## src/rtl/prfe_pkg.sv

```systemverilog
// prfe_pkg: shared types and constants of the page frame replacement engine.
// No dependencies; every other file in rtl/ refers to it by scoped names.
package prfe_pkg;

  // fixed field widths of the channels and the configuration port
  localparam int PAGE_W     = 16;
  localparam int SLOT_W     = 4;
  localparam int COUNT_W    = 32;
  localparam int USED_W     = 5;
  localparam int POLICY_W   = 2;
  localparam int FC_W       = 5;
  localparam int CFG_IDX_W  = 1;
  localparam int CFG_DATA_W = 5;

  // configuration register indexes
  localparam logic [CFG_IDX_W-1:0] CFG_POLICY      = 1'd0;
  localparam logic [CFG_IDX_W-1:0] CFG_FRAME_COUNT = 1'd1;

  // policy codes; the unused code runs as FIFO
  localparam logic [POLICY_W-1:0] POL_FIFO  = 2'd0;
  localparam logic [POLICY_W-1:0] POL_LRU   = 2'd1;
  localparam logic [POLICY_W-1:0] POL_CLOCK = 2'd2;

  localparam logic [FC_W-1:0] FC_RESET = 5'd16;

  typedef enum logic [1:0] {
    ST_IDLE,
    ST_SEL,
    ST_APPLY
  } state_t;

  typedef enum logic [1:0] {
    KIND_HIT,
    KIND_FILL,
    KIND_FAULT
  } kind_t;

  // broadcast from the controller to every frame cell
  typedef struct packed {
    logic load;       // a beat is taken: capture the tag compare
    logic apply;      // commit the selected action this cycle
    logic write_tag;  // the selected frame takes the new page
  } cell_cmd_t;

  // second-chance search, rippled cell to cell
  typedef struct packed {
    logic found_a;    // free frame seen at or after the hand
    logic found_b;    // free frame seen before the hand
  } clk_chain_t;

  typedef struct packed {
    logic               hit;
    logic               fault;
    logic               written;
    logic [SLOT_W-1:0]  slot;
    logic               evicted_valid;
    logic [PAGE_W-1:0]  evicted_page;
    logic [COUNT_W-1:0] fault_count;
    logic [USED_W-1:0]  frames_used;
  } result_t;

endpackage

```

## src/rtl/prfe_if.sv

```systemverilog
// prfe_if: valid/ready channel interfaces of the page frame replacement engine.
// Depends on prfe_pkg for the field widths and the result type.
interface prfe_in_if;
  logic                          valid;
  logic                          ready;
  logic [prfe_pkg::PAGE_W-1:0]   page_id;

  modport source (output valid, output page_id, input ready);
  modport sink   (input valid, input page_id, output ready);
endinterface

interface prfe_out_if;
  logic                valid;
  logic                ready;
  prfe_pkg::result_t   data;

  modport source (output valid, output data, input ready);
  modport sink   (input valid, input data, output ready);
endinterface

```

## src/rtl/page_frame_replacement_engine.sv

```systemverilog
// page_frame_replacement_engine: FIFO / LRU / CLOCK page frame replacement over a
// row of prfe_cell frames. Depends on prfe_pkg, prfe_if and prfe_cell.
//
//  channel  | dir | handshake          | payload
//  ---------+-----+--------------------+-------------------------------------------
//  in_ch    | in  | valid/ready        | page_id[15:0]
//  out_ch   | out | valid/ready        | hit fault written slot evicted_* count used
//  cfg_*    | in  | cfg_we, no backpr. | cfg_index 0 policy, 1 frame_count
//
// Steps per beat: compare on accept, select, commit. An LRU fault after
//   frame_count was lowered below the filled frames stays in select, stepping
//   the target rank down in the victim search until a frame in range holds it.
// Reset: synchronous, active low; no clearing pass, ranks and used bits reset.
// Stalls: a result waits in the output register; the commit of the next beat
//   holds until that register is free, and a new beat is taken in that cycle.
module page_frame_replacement_engine #(
  parameter int FRAMES    = 16,
  parameter int PAGE_BITS = 16
) (
  input  logic                              clk,
  input  logic                              rst_n,
  prfe_in_if.sink                           in_ch,
  prfe_out_if.source                        out_ch,
  input  logic                              cfg_we,
  input  logic [prfe_pkg::CFG_IDX_W-1:0]    cfg_index,
  input  logic [prfe_pkg::CFG_DATA_W-1:0]   cfg_data
);

  localparam int IDX_W = (FRAMES > 1) ? $clog2(FRAMES) : 1;
  localparam int CNT_W = $clog2(FRAMES + 1);
  localparam int EW    = (CNT_W > prfe_pkg::FC_W) ? CNT_W : prfe_pkg::FC_W;

  // configuration
  logic [prfe_pkg::POLICY_W-1:0] policy_r, policy_nxt;
  logic [prfe_pkg::FC_W-1:0]     fc_r, fc_nxt;
  logic [EW-1:0]                 fc_w;
  logic [CNT_W-1:0]              eff;

  // control and engine state
  prfe_pkg::state_t              state_r, state_nxt;
  prfe_pkg::kind_t               kind_r, kind_nxt, kind_sel;
  logic [PAGE_BITS-1:0]          page_r, page_nxt, in_page;
  logic [IDX_W-1:0]              hand_r, hand_nxt, hand_eff;
  logic [CNT_W-1:0]              filled_r, filled_nxt;
  logic [prfe_pkg::COUNT_W-1:0]  fault_total_r, fault_total_nxt;
  logic                          seek_r, seek_nxt;
  logic [IDX_W-1:0]              tgt_r, tgt_nxt, tgt;
  logic [FRAMES-1:0]             vict_r, vict_nxt, vict_sel, hand_oh, fill_oh;
  logic [IDX_W-1:0]              vidx_r, vidx_nxt, vidx_sel;
  logic [CNT_W-1:0]              old_rank_r, old_rank_nxt, old_rank_sel;
  logic [FRAMES-1:0]             clr_r, clr_nxt;
  prfe_pkg::result_t             out_r, out_nxt;
  logic                          out_valid_r, out_valid_nxt;

  // cell row
  prfe_pkg::cell_cmd_t           cmd;
  prfe_pkg::clk_chain_t          chain_w [FRAMES+1];
  logic [FRAMES-1:0]             match_vec, cand_vec, clk_sel_vec, clk_clr_vec;
  logic [PAGE_BITS-1:0]          tag_w [FRAMES];
  logic [IDX_W-1:0]              rank_w [FRAMES];
  logic                          any_a, any_b, fwd_hit;

  logic                          hit, full, lru_any, sel_done, is_fault;
  logic                          out_free, apply_go, accept;
  logic [PAGE_BITS-1:0]          ev_page;
  logic [CNT_W-1:0]              vnext;

  // ---------------------------------------------------------------- config
  always_comb begin
    policy_nxt = policy_r;
    fc_nxt     = fc_r;
    if (cfg_we) begin
      unique case (cfg_index)
        prfe_pkg::CFG_POLICY:      policy_nxt = cfg_data[prfe_pkg::POLICY_W-1:0];
        prfe_pkg::CFG_FRAME_COUNT: fc_nxt     = cfg_data[prfe_pkg::FC_W-1:0];
        default: ;
      endcase
    end
  end

  // frame count clamped to 1..FRAMES
  always_comb begin
    fc_w = EW'(fc_r);
    if (fc_w == '0) begin
      eff = CNT_W'(1);
    end else if (fc_w > EW'(FRAMES)) begin
      eff = CNT_W'(FRAMES);
    end else begin
      eff = CNT_W'(fc_w);
    end
  end

  // ------------------------------------------------------------- handshake
  assign out_free = !out_valid_r || out_ch.ready;
  assign apply_go = (state_r == prfe_pkg::ST_APPLY) && out_free;
  assign in_ch.ready = (state_r == prfe_pkg::ST_IDLE) || apply_go;
  assign accept   = in_ch.valid && in_ch.ready;
  assign in_page  = PAGE_BITS'(in_ch.page_id);
  assign fwd_hit  = (page_r == in_page);

  assign cmd.load      = accept;
  assign cmd.apply     = apply_go;
  assign cmd.write_tag = (kind_r != prfe_pkg::KIND_HIT);

  assign hand_eff = (CNT_W'(hand_r) >= eff) ? '0 : hand_r;
  assign tgt      = seek_r ? tgt_r : IDX_W'(filled_r - CNT_W'(1));

  // -------------------------------------------------------------- cell row
  assign chain_w[0] = '0;
  assign any_a = chain_w[FRAMES].found_a;
  assign any_b = chain_w[FRAMES].found_b;

  for (genvar g = 0; g < FRAMES; g++) begin : g_cell
    prfe_cell #(
      .IDX       (g),
      .PAGE_BITS (PAGE_BITS),
      .IDX_W     (IDX_W),
      .CNT_W     (CNT_W)
    ) u_cell (
      .clk       (clk),
      .rst_n     (rst_n),
      .cmd       (cmd),
      .cmp_page  (in_page),
      .wr_page   (page_r),
      .fwd_hit   (fwd_hit),
      .filled    (filled_r),
      .eff       (eff),
      .old_rank  (old_rank_r),
      .hand      (hand_eff),
      .tgt       (tgt),
      .vict      (vict_r[g]),
      .clr       (clr_r[g]),
      .chain_in  (chain_w[g]),
      .any_a     (any_a),
      .chain_out (chain_w[g+1]),
      .match     (match_vec[g]),
      .cand      (cand_vec[g]),
      .clk_sel   (clk_sel_vec[g]),
      .clk_clr   (clk_clr_vec[g]),
      .tag       (tag_w[g]),
      .rank      (rank_w[g])
    );
  end

  // ------------------------------------------------------- victim select
  assign hit     = |match_vec;
  assign full    = filled_r >= eff;
  assign lru_any = |cand_vec;

  always_comb begin
    for (int i = 0; i < FRAMES; i++) begin
      hand_oh[i] = (hand_eff == IDX_W'(i));
      fill_oh[i] = (filled_r == CNT_W'(i));
    end
  end

  always_comb begin
    kind_sel = prfe_pkg::KIND_FAULT;
    vict_sel = hand_oh;
    priority if (hit) begin
      kind_sel = prfe_pkg::KIND_HIT;
      vict_sel = match_vec;
    end else if (!full) begin
      kind_sel = prfe_pkg::KIND_FILL;
      vict_sel = fill_oh;
    end else begin
      unique case (policy_r)
        prfe_pkg::POL_LRU:   vict_sel = cand_vec;
        prfe_pkg::POL_CLOCK: vict_sel = (any_a || any_b) ? clk_sel_vec : hand_oh;
        default:             vict_sel = hand_oh;
      endcase
    end
  end

  assign is_fault = (kind_sel == prfe_pkg::KIND_FAULT);
  // LRU search steps the target rank down until a frame in range holds it
  assign sel_done = !(is_fault && (policy_r == prfe_pkg::POL_LRU) && !lru_any);

  always_comb begin
    vidx_sel     = '0;
    old_rank_sel = '0;
    for (int i = 0; i < FRAMES; i++) begin
      if (vict_sel[i]) begin
        vidx_sel     = vidx_sel | IDX_W'(i);
        old_rank_sel = old_rank_sel | CNT_W'(rank_w[i]);
      end
    end
    // a fill ages every resident frame
    if (kind_sel == prfe_pkg::KIND_FILL) begin
      old_rank_sel = CNT_W'(FRAMES);
    end
  end

  // --------------------------------------------------------------- commit
  always_comb begin
    ev_page = '0;
    for (int i = 0; i < FRAMES; i++) begin
      if (vict_r[i]) begin
        ev_page = ev_page | tag_w[i];
      end
    end
  end

  assign vnext = CNT_W'(vidx_r) + CNT_W'(1);

  always_comb begin
    state_nxt       = state_r;
    kind_nxt        = kind_r;
    page_nxt        = page_r;
    hand_nxt        = hand_r;
    filled_nxt      = filled_r;
    fault_total_nxt = fault_total_r;
    seek_nxt        = seek_r;
    tgt_nxt         = tgt_r;
    vict_nxt        = vict_r;
    vidx_nxt        = vidx_r;
    old_rank_nxt    = old_rank_r;
    clr_nxt         = clr_r;
    out_nxt         = out_r;
    out_valid_nxt   = out_valid_r && !out_ch.ready;

    if (accept) begin
      page_nxt = in_page;
    end

    unique case (state_r)
      prfe_pkg::ST_IDLE: begin
        if (accept) begin
          state_nxt = prfe_pkg::ST_SEL;
        end
      end
      prfe_pkg::ST_SEL: begin
        if (sel_done) begin
          state_nxt    = prfe_pkg::ST_APPLY;
          seek_nxt     = 1'b0;
          kind_nxt     = kind_sel;
          vict_nxt     = vict_sel;
          vidx_nxt     = vidx_sel;
          old_rank_nxt = old_rank_sel;
          clr_nxt      = (is_fault && (policy_r == prfe_pkg::POL_CLOCK)) ?
                         clk_clr_vec : '0;
        end else begin
          seek_nxt = 1'b1;
          tgt_nxt  = tgt - IDX_W'(1);
        end
      end
      prfe_pkg::ST_APPLY: begin
        if (apply_go) begin
          state_nxt = accept ? prfe_pkg::ST_SEL : prfe_pkg::ST_IDLE;
          unique case (kind_r)
            prfe_pkg::KIND_FILL: filled_nxt = filled_r + CNT_W'(1);
            prfe_pkg::KIND_FAULT: begin
              if (policy_r == prfe_pkg::POL_LRU) begin
                hand_nxt = hand_eff;
              end else begin
                hand_nxt = (vnext >= eff) ? '0 : IDX_W'(vnext);
              end
              if (fault_total_r != '1) begin
                fault_total_nxt = fault_total_r + prfe_pkg::COUNT_W'(1);
              end
            end
            default: ;
          endcase
          out_valid_nxt         = 1'b1;
          out_nxt.hit           = (kind_r == prfe_pkg::KIND_HIT);
          out_nxt.fault         = (kind_r == prfe_pkg::KIND_FAULT);
          out_nxt.written       = (kind_r != prfe_pkg::KIND_HIT);
          out_nxt.slot          = prfe_pkg::SLOT_W'(vidx_r);
          out_nxt.evicted_valid = (kind_r == prfe_pkg::KIND_FAULT);
          out_nxt.evicted_page  = (kind_r == prfe_pkg::KIND_FAULT) ?
                                  prfe_pkg::PAGE_W'(ev_page) : '0;
          out_nxt.fault_count   = fault_total_nxt;
          out_nxt.frames_used   = prfe_pkg::USED_W'(filled_nxt);
        end
      end
      default: state_nxt = prfe_pkg::ST_IDLE;
    endcase
  end

  always_ff @(posedge clk) begin
    if (!rst_n) begin
      state_r       <= prfe_pkg::ST_IDLE;
      policy_r      <= prfe_pkg::POL_FIFO;
      fc_r          <= prfe_pkg::FC_RESET;
      hand_r        <= '0;
      filled_r      <= '0;
      fault_total_r <= '0;
      seek_r        <= 1'b0;
      kind_r        <= prfe_pkg::KIND_HIT;
      vict_r        <= '0;
      clr_r         <= '0;
      out_valid_r   <= 1'b0;
    end else begin
      state_r       <= state_nxt;
      policy_r      <= policy_nxt;
      fc_r          <= fc_nxt;
      hand_r        <= hand_nxt;
      filled_r      <= filled_nxt;
      fault_total_r <= fault_total_nxt;
      seek_r        <= seek_nxt;
      kind_r        <= kind_nxt;
      vict_r        <= vict_nxt;
      clr_r         <= clr_nxt;
      out_valid_r   <= out_valid_nxt;
    end
  end

  always_ff @(posedge clk) begin
    page_r     <= page_nxt;
    tgt_r      <= tgt_nxt;
    vidx_r     <= vidx_nxt;
    old_rank_r <= old_rank_nxt;
    out_r      <= out_nxt;
  end

  assign out_ch.valid = out_valid_r;
  assign out_ch.data  = out_r;

  // ------------------------------------------------------------ assertions
  a_vict_onehot: assert property (@(posedge clk) disable iff (!rst_n)
    state_r == prfe_pkg::ST_APPLY |-> $onehot(vict_r))
    else $error("victim select is not one-hot at commit");

  a_filled_bound: assert property (@(posedge clk) disable iff (!rst_n)
    CNT_W'(filled_r) <= CNT_W'(FRAMES))
    else $error("filled frame count past the built frame count");

  a_accept_to_sel: assert property (@(posedge clk) disable iff (!rst_n)
    in_ch.valid && in_ch.ready |=> state_r == prfe_pkg::ST_SEL)
    else $error("accepted beat did not enter victim select");

  a_result_kind: assert property (@(posedge clk) disable iff (!rst_n)
    out_valid_r |-> !(out_r.hit && out_r.fault) && (out_r.hit != out_r.written))
    else $error("result flags inconsistent");

  a_fill_no_fault: assert property (@(posedge clk) disable iff (!rst_n)
    apply_go && kind_r == prfe_pkg::KIND_FILL |=> fault_total_r == $past(fault_total_r))
    else $error("fill phase miss changed the fault count");

endmodule

```

## src/rtl/prfe_cell.sv

```systemverilog
// prfe_cell: one page frame (tag, recency rank, used bit) with its tag compare
// and its stage of the second-chance search chain. Depends on prfe_pkg.
module prfe_cell #(
  parameter int IDX       = 0,
  parameter int PAGE_BITS = 16,
  parameter int IDX_W     = 4,
  parameter int CNT_W     = 5
) (
  input  logic                   clk,
  input  logic                   rst_n,
  input  prfe_pkg::cell_cmd_t    cmd,
  input  logic [PAGE_BITS-1:0]   cmp_page,
  input  logic [PAGE_BITS-1:0]   wr_page,
  input  logic                   fwd_hit,
  input  logic [CNT_W-1:0]       filled,
  input  logic [CNT_W-1:0]       eff,
  input  logic [CNT_W-1:0]       old_rank,
  input  logic [IDX_W-1:0]       hand,
  input  logic [IDX_W-1:0]       tgt,
  input  logic                   vict,
  input  logic                   clr,
  input  prfe_pkg::clk_chain_t   chain_in,
  input  logic                   any_a,
  output prfe_pkg::clk_chain_t   chain_out,
  output logic                   match,
  output logic                   cand,
  output logic                   clk_sel,
  output logic                   clk_clr,
  output logic [PAGE_BITS-1:0]   tag,
  output logic [IDX_W-1:0]       rank
);

  localparam logic [CNT_W-1:0] MY_CNT = CNT_W'(IDX);
  localparam logic [IDX_W-1:0] MY_IDX = IDX_W'(IDX);

  logic [PAGE_BITS-1:0] tag_r, tag_nxt;
  logic [IDX_W-1:0]     rank_r, rank_nxt;
  logic                 used_r, used_nxt;
  logic                 match_r, match_nxt;
  logic                 valid, en, free, in_a, in_b;

  assign valid = MY_CNT < filled;
  assign en    = MY_CNT < eff;
  assign free  = en && !used_r;
  assign in_a  = MY_IDX >= hand;
  assign in_b  = !in_a;

  // first free frame at/after the hand, else first free frame before it
  assign chain_out.found_a = chain_in.found_a | (free & in_a);
  assign chain_out.found_b = chain_in.found_b | (free & in_b);
  assign clk_sel = (free & in_a & !chain_in.found_a) |
                   (!any_a & free & in_b & !chain_in.found_b);
  // frames the hand sweeps past lose their second chance
  assign clk_clr = en & ((in_a & !chain_out.found_a) |
                         (!any_a & in_b & !chain_out.found_b));

  assign cand  = en && (rank_r == tgt);
  assign match = match_r;
  assign tag   = tag_r;
  assign rank  = rank_r;

  always_comb begin
    tag_nxt   = tag_r;
    rank_nxt  = rank_r;
    used_nxt  = used_r;
    match_nxt = match_r;
    if (cmd.load) begin
      // the frame being rewritten this cycle compares against the new page
      if (cmd.apply && vict && cmd.write_tag) begin
        match_nxt = fwd_hit;
      end else begin
        match_nxt = valid && (tag_r == cmp_page);
      end
    end
    if (cmd.apply) begin
      if (vict) begin
        rank_nxt = '0;
        used_nxt = 1'b1;
        if (cmd.write_tag) begin
          tag_nxt = wr_page;
        end
      end else begin
        if (valid && (CNT_W'(rank_r) < old_rank)) begin
          rank_nxt = rank_r + IDX_W'(1);
        end
        if (clr) begin
          used_nxt = 1'b0;
        end
      end
    end
  end

  always_ff @(posedge clk) begin
    if (!rst_n) begin
      rank_r  <= '0;
      used_r  <= 1'b0;
      match_r <= 1'b0;
    end else begin
      rank_r  <= rank_nxt;
      used_r  <= used_nxt;
      match_r <= match_nxt;
    end
  end

  always_ff @(posedge clk) begin
    tag_r <= tag_nxt;
  end

endmodule
```

## src/flat_wrapper.sv

```systemverilog
// flat-port wrapper written by rule: the top's interface ports become plain ports
module page_frame_replacement_engine_flat 
#(
  parameter int FRAMES    = 16,
  parameter int PAGE_BITS = 16
)
  (clk, rst_n, cfg_we, cfg_index, cfg_data, in_ch_valid, in_ch_page_id, in_ch_ready, out_ch_valid, out_ch_data, out_ch_ready);
  prfe_in_if in_ch_i ();
  prfe_out_if out_ch_i ();
  input  logic clk;
  input  logic rst_n;
  input  logic cfg_we;
  input  logic [prfe_pkg::CFG_IDX_W-1:0] cfg_index;
  input  logic [prfe_pkg::CFG_DATA_W-1:0] cfg_data;
  input wire logic [$bits(in_ch_i.valid)-1:0] in_ch_valid;
  input wire logic [$bits(in_ch_i.page_id)-1:0] in_ch_page_id;
  output wire logic [$bits(in_ch_i.ready)-1:0] in_ch_ready;
  output wire logic [$bits(out_ch_i.valid)-1:0] out_ch_valid;
  output wire logic [$bits(out_ch_i.data)-1:0] out_ch_data;
  input wire logic [$bits(out_ch_i.ready)-1:0] out_ch_ready;
  assign in_ch_i.valid = in_ch_valid;
  assign in_ch_i.page_id = in_ch_page_id;
  assign in_ch_ready = in_ch_i.ready;
  assign out_ch_valid = out_ch_i.valid;
  assign out_ch_data = out_ch_i.data;
  assign out_ch_i.ready = out_ch_ready;
  page_frame_replacement_engine #(.FRAMES(FRAMES), .PAGE_BITS(PAGE_BITS)) u_core (.clk(clk), .rst_n(rst_n), .in_ch(in_ch_i), .out_ch(out_ch_i), .cfg_we(cfg_we), .cfg_index(cfg_index), .cfg_data(cfg_data));
endmodule
```

## config.mk

```make
export PLATFORM = sky130hd
export DESIGN_NAME = page_frame_replacement_engine_flat
export DESIGN_NICKNAME = d
export VERILOG_FILES = /design/src/rtl/prfe_pkg.sv /design/src/rtl/prfe_if.sv /design/src/rtl/page_frame_replacement_engine.sv /design/src/rtl/prfe_cell.sv /design/src/flat_wrapper.sv
export SDC_FILE = /design/constraint.sdc
export NUM_CORES = 1
export LEC_CHECK = 0
export BUFFER_PORTS_ARGS = -buffer_cell sky130_fd_sc_hd__buf_2
export CORE_ASPECT_RATIO = 1.5
export CORE_MARGIN = 2
export CORE_UTILIZATION = 39
export DETAILED_ROUTE_END_ITERATION = 6
export PLACE_DENSITY = 0.52
export SKIP_LAST_GASP = 1
export SYNTH_ARGS = -nofsm -noshare
export SYNTH_HDL_FRONTEND = slang
export SYNTH_SLANG_ARGS = --single-unit
```

## constraint.sdc

```tcl
create_clock -name clk -period 3.8 [get_ports clk]
set_input_delay 0 -clock clk [delete_from_list [all_inputs] [get_ports clk]]
set_output_delay 0 -clock clk [all_outputs]
set_load 0.1 [all_outputs]
```

==> impl_metrics.csv <==
group,metric,value,unit
worst_setup_path,worstRegToRegCells,19,
timing,unrepaired_setup_endpoints_after_global_routing,"yes",
global_route,groute.layer.met1.usage,0.380,
run_status,run_status,"complete, but fails checks",
floorplanning,die_area,0.0769,sq mm
synth,synth_compound_gate_area_share,0.153,
global_route,global_route_track_usage_on_met2,0.689,
synth,yosysWarnings,0,
worst_setup_path,cp_data_arrival_time,4440,ps
flow_run,cap_viol_max_count,0,
cells_and_area,stdcell_count,4403,
timing,setup_ws,-172,ps
synth,synth_enable_flop_cells,345,
timing,timing_worst_slew_pin_value,1320,ps
synth,synth_seq_area_share,0.481,
clock_network,clkSinkCount,527,
routing,dr.pass1.iters,6,
synth,netlist-cell-type-count,98,
timing,timing.clock.skew,59.6,ps
synth,post_synth_inst_count,2840,
floorplanning,die-width,227,um
clock_network,clockRootBuffer,"sky130_fd_sc_hd__clkbuf_16",
global_route,grt-ovfl-total,0,
routing,postRouteWirelength,152,mm
clock_network,tritoncts_buffer_count,55,
floorplanning,initial_utilization,0.394,
worst_setup_path,crit_slowest_cell,"sky130_fd_sc_hd__o31ai_4",
place,detailed_place_hpwl,118,mm
cells_and_area,layout.cell_area.non_filler,0.0374,sq mm
synth,ys_top_cells_by_area,"sky130_fd_sc_hd__edfxtp_1 36%, sky130_fd_sc_hd__dfxtp_1 13%, sky130_fd_sc_hd__xor2_1 6.5%",
cells_and_area,area_growth,28.6,%
worst_setup_path,startpoint_type,"register",
worst_setup_path,worst_ep_required_time,4270,ps
routing,vias,26500,
clock_network,cts_tree,"yes",
min_path,worstHoldPathType,"in2reg",
synth,synth_largest_area_cell,"sky130_fd_sc_hd__edfxtp_1",
global_route,grt_antenna_before_repair,1,
routing,drt-initial-drc-count,2358,
place,place.detailed.instances,4232,
global_route,grt_most_used_layer,"met2",
synth,postSynthNetCount,2954,
clock_network,clock_transition_time_at_the_flip_flop_clock_pins_of_the_worst_setup_and_hold_paths,70,ps
global_route,grtUsageTotal,0.392,
synth,muxShareOfSynthArea,0.00975,
min_path,instance_count_along_the_most_critical_hold_path,4,
synth,synth-main-ff-cell,"sky130_fd_sc_hd__edfxtp_1",
clock_network,ctsHtreeMaxLevel,2,
routing,detail_route.wl_per_cell,34.6,um
run_status,violations,"negative setup slack",
global_route,vias_in_the_first_global_route,26900,
power_and_ir_drop,leakagePower,14.1,nW
worst_setup_path,timing.critical_path.to_type,"register",
synth,post_synth_top_cells,"345 x sky130_fd_sc_hd__edfxtp_1, 256 x sky130_fd_sc_hd__nor2_1, 215 x sky130_fd_sc_hd__xor2_1, 211 x sky130_fd_sc_hd__xnor2_1, 195 x sky130_fd_sc_hd__nand2_1",
synth,postSynth.asyncResetShare,0,
place,placement.io_buffers,89,
synth,synth_top_family_by_area,"simple AND/OR/NAND/NOR gates",
place,routabilityCongestion,1.05,
worst_setup_path,cpPeakStageDelay,350,ps
synth,post-synth-top-area-fraction,0.356,
cells_and_area,layout.filler_cells,6839,
floorplanning,io_pins,90,
timing,fmaxAchievable,252,MHz
synth,synthAdderAreaFrac,0.0374,
floorplanning,die_height,339,um
place,detailed_place.area,0.0340,sq mm
synth,flip_flop_and_latch_count_after_synthesis,527,
worst_setup_path,worstPathCellList,"nor3_2, nor2_1, nor2_2, ha_1, nand2b_4, a31o_4, a21o_4, o31a_1, nor3_4, buf_6, nand3_4, buf_6, o31ai_4, buf_4, o22ai_1, buf_4, nor2b_1, a21oi_1, a41oi_1",
synth,synth_area_per_cell,10.3,sq um
timing,max_slew_margin,0.117,
power_and_ir_drop,power_density,371,mW/mm^2
timing,finalCriticalPeriod,3970,ps
worst_setup_path,critPathKind,"reg2reg",
clock_network,worstSkewPairLatency,680,ps
global_route,grt_first_pass_wirelength,208,mm
synth,synth-xor-area-share,0.128,
timing,hold_viol_final,0,
routing,post-route-drc-count,0,
clock_network,cts_max_path_buffers,3,
timing,setup-violations-final,7,
timing,slew_violations,0,
worst_setup_path,worst-path-max-fanout,6,
synth,synth.cell_area,0.0291,sq mm
synth,synth_most_common_cell,"sky130_fd_sc_hd__edfxtp_1",
cells_and_area,nets,3477,
cells_and_area,drive_gt1_frac,0.249,
synth,post_synth_and_or_nand_nor_area_fraction,0.162,
routing,route.antenna.remaining_nets,0,
floorplanning,core,0.0739,sq mm
global_route,maximum_number_of_pins_on_one_net_before_global_route_repair,60,
timing,fin_crit_share,1.05,
routing,average_vias_per_placed_instance,6.03,
global_route,grtUsageMet3,0.0465,
floorplanning,row_count,122,
power_and_ir_drop,power.ir.vdd_worst,0.000440,V
## placed cells by master (no fill, tap or decap), types with 11 or more instances in the layout
| cell | count |
|---|---|
| sky130_fd_sc_hd__ha_1 | 84 |
| sky130_fd_sc_hd__a31oi_1 | 29 |
| sky130_fd_sc_hd__nand2_1 | 190 |
| sky130_fd_sc_hd__nor3_1 | 51 |
| sky130_fd_sc_hd__o21a_1 | 11 |
| sky130_fd_sc_hd__and3_1 | 45 |
| sky130_fd_sc_hd__nand3_1 | 66 |
| sky130_fd_sc_hd__nand4_1 | 85 |
| sky130_fd_sc_hd__a21oi_1 | 138 |
| sky130_fd_sc_hd__nand2b_1 | 42 |
| sky130_fd_sc_hd__a211oi_1 | 12 |
| sky130_fd_sc_hd__a22o_1 | 50 |
| sky130_fd_sc_hd__buf_6 | 25 |
| sky130_fd_sc_hd__buf_12 | 17 |
| sky130_fd_sc_hd__nor4_1 | 47 |
| sky130_fd_sc_hd__clkbuf_16 | 55 |
| sky130_fd_sc_hd__dfxtp_1 | 174 |
| sky130_fd_sc_hd__clkbuf_1 | 14 |
| sky130_fd_sc_hd__dlygate4sd3_1 | 35 |
| sky130_fd_sc_hd__a22oi_1 | 46 |
| sky130_fd_sc_hd__buf_4 | 457 |
| sky130_fd_sc_hd__nor2_1 | 249 |
| sky130_fd_sc_hd__nor3_2 | 11 |
| sky130_fd_sc_hd__o21ai_0 | 67 |
| sky130_fd_sc_hd__or3_1 | 31 |
| sky130_fd_sc_hd__a21o_1 | 35 |
| sky130_fd_sc_hd__xnor2_1 | 209 |
| sky130_fd_sc_hd__edfxtp_1 | 345 |
| sky130_fd_sc_hd__xor2_1 | 215 |
| sky130_fd_sc_hd__inv_1 | 41 |
| sky130_fd_sc_hd__a221oi_1 | 50 |
| sky130_fd_sc_hd__nor2b_1 | 14 |
| sky130_fd_sc_hd__mux2i_1 | 24 |
| sky130_fd_sc_hd__buf_2 | 89 |
| sky130_fd_sc_hd__o211ai_1 | 22 |
| sky130_fd_sc_hd__and2_1 | 15 |
## sequential cells by signal, summed over array words and instances (netlist names)
name,count
u_core.clr_r,16
u_core.fault_total_r,32
u_core.fc_r,5
u_core.filled_r,5
u_core.g_cell.u_cell.match,16
u_core.g_cell.u_cell.rank,64
u_core.g_cell.u_cell.tag,256
u_core.g_cell.u_cell.used_r,16
u_core.hand_r,4
u_core.kind_r,2
u_core.old_rank_r,5
u_core.out_ch.data,60
u_core.out_ch.valid,1
u_core.page_r,16
u_core.policy_r,2
u_core.seek_r,1
u_core.state_r,2
u_core.tgt_r,4
u_core.vict_r,16
u_core.vidx_r,4
## worst paths after layout
check                                      from                        endpoint  slack (ps)
worst max register to register   u_core.fc_r[1]            u_core.old_rank_r[3]        -170
worst max-delay path             u_core.fc_r[1]            u_core.old_rank_r[3]        -170
worst min-delay path                in_ch_valid  u_core.g_cell[13].u_cell.match          80
worst min register to register  u_core.clr_r[7]                 u_core.clr_r[7]         470
## layer usage
metal	share of wire	up-vias	routed length (um)
met4	0.13	0	20200
met1	0.32	13100	48100
met3	0.050	569	7640
met5	0	-	0
met2	0.50	1293	76200
li1	-	11600	-
## critical path: cells and delay by family, from the launching register on
family	cells	cell delay [ps]
AO/OA/AOI/OAI	7	1550
adder cells (fa/ha/maj)	1	250
buffers and inverters	4	670
flip-flops	1	320
AND/OR/NAND/NOR	7	1020
## report_power, final
| part | internal (mW) | switching, mW | leakage [nW] |
|---|---|---|---|
| Clock | 3.41 | 2.53 | 0.936 |
| Combinational | 0.602 | 1.10 | 8.55 |
| Sequential | 6.15 | 0.106 | 4.64 |
## kinds of logic (layout without fill, tap and decap cells)
| group | count (synthesis) | after routing |
|---|---|---|
| flip-flops | 527 | 527 |
| XOR/XNOR | 426 | 426 |
| other | 0 | 2 |
| AO/OA/AOI/OAI | 625 | 625 |
| adder cells (fa/ha/maj) | 87 | 87 |
| buffers and inverters | 211 | 780 |
| AND/OR/NAND/NOR | 937 | 937 |
| multiplexers | 27 | 27 |
## cell type report
class,instances,area [sq um],share of cell area
Multi-Input combinational cell,2102,15100,0.403
Sequential cell,527,14000,0.374
Timing Repair Buffer,628,4950,0.132
Clock buffer,71,1460,0.0389
Tap cell,992,1240,0.0332
Clock inverter,32,483,0.0129
Inverter,49,194,0.00518
Antenna cell,2,5.00,0.000134
## timing repair
action / 4_1_cts / 5_1_grt
endpoints found under the setup margin: 58 / 45
hold endpoints to repair: 55 / 0
hold buffers: 35 / 0
resized for setup: 119 / 64
pin swaps: 38 / 33
cloned: 1 / 0
buffers inserted: 17 / 16
## stage by stage
stage	power, mW	utilization	worst slack (ps)	TNS [ps]	hold slack, ps
2_1_floorplan	7.12	-	-44.5	-89.0	98.9
3_3_place_gp	7.92	0.460	-770	-31460	245
3_5_place_dp	7.92	0.460	-762	-31300	267
4_1_cts	13.9	0.501	-152	-780	74.6
5_1_grt	14.2	0.507	-302	-2360	108
6_report	13.9	0.507	-172	-789	84.1
Power figures use the tool's default switching activity.
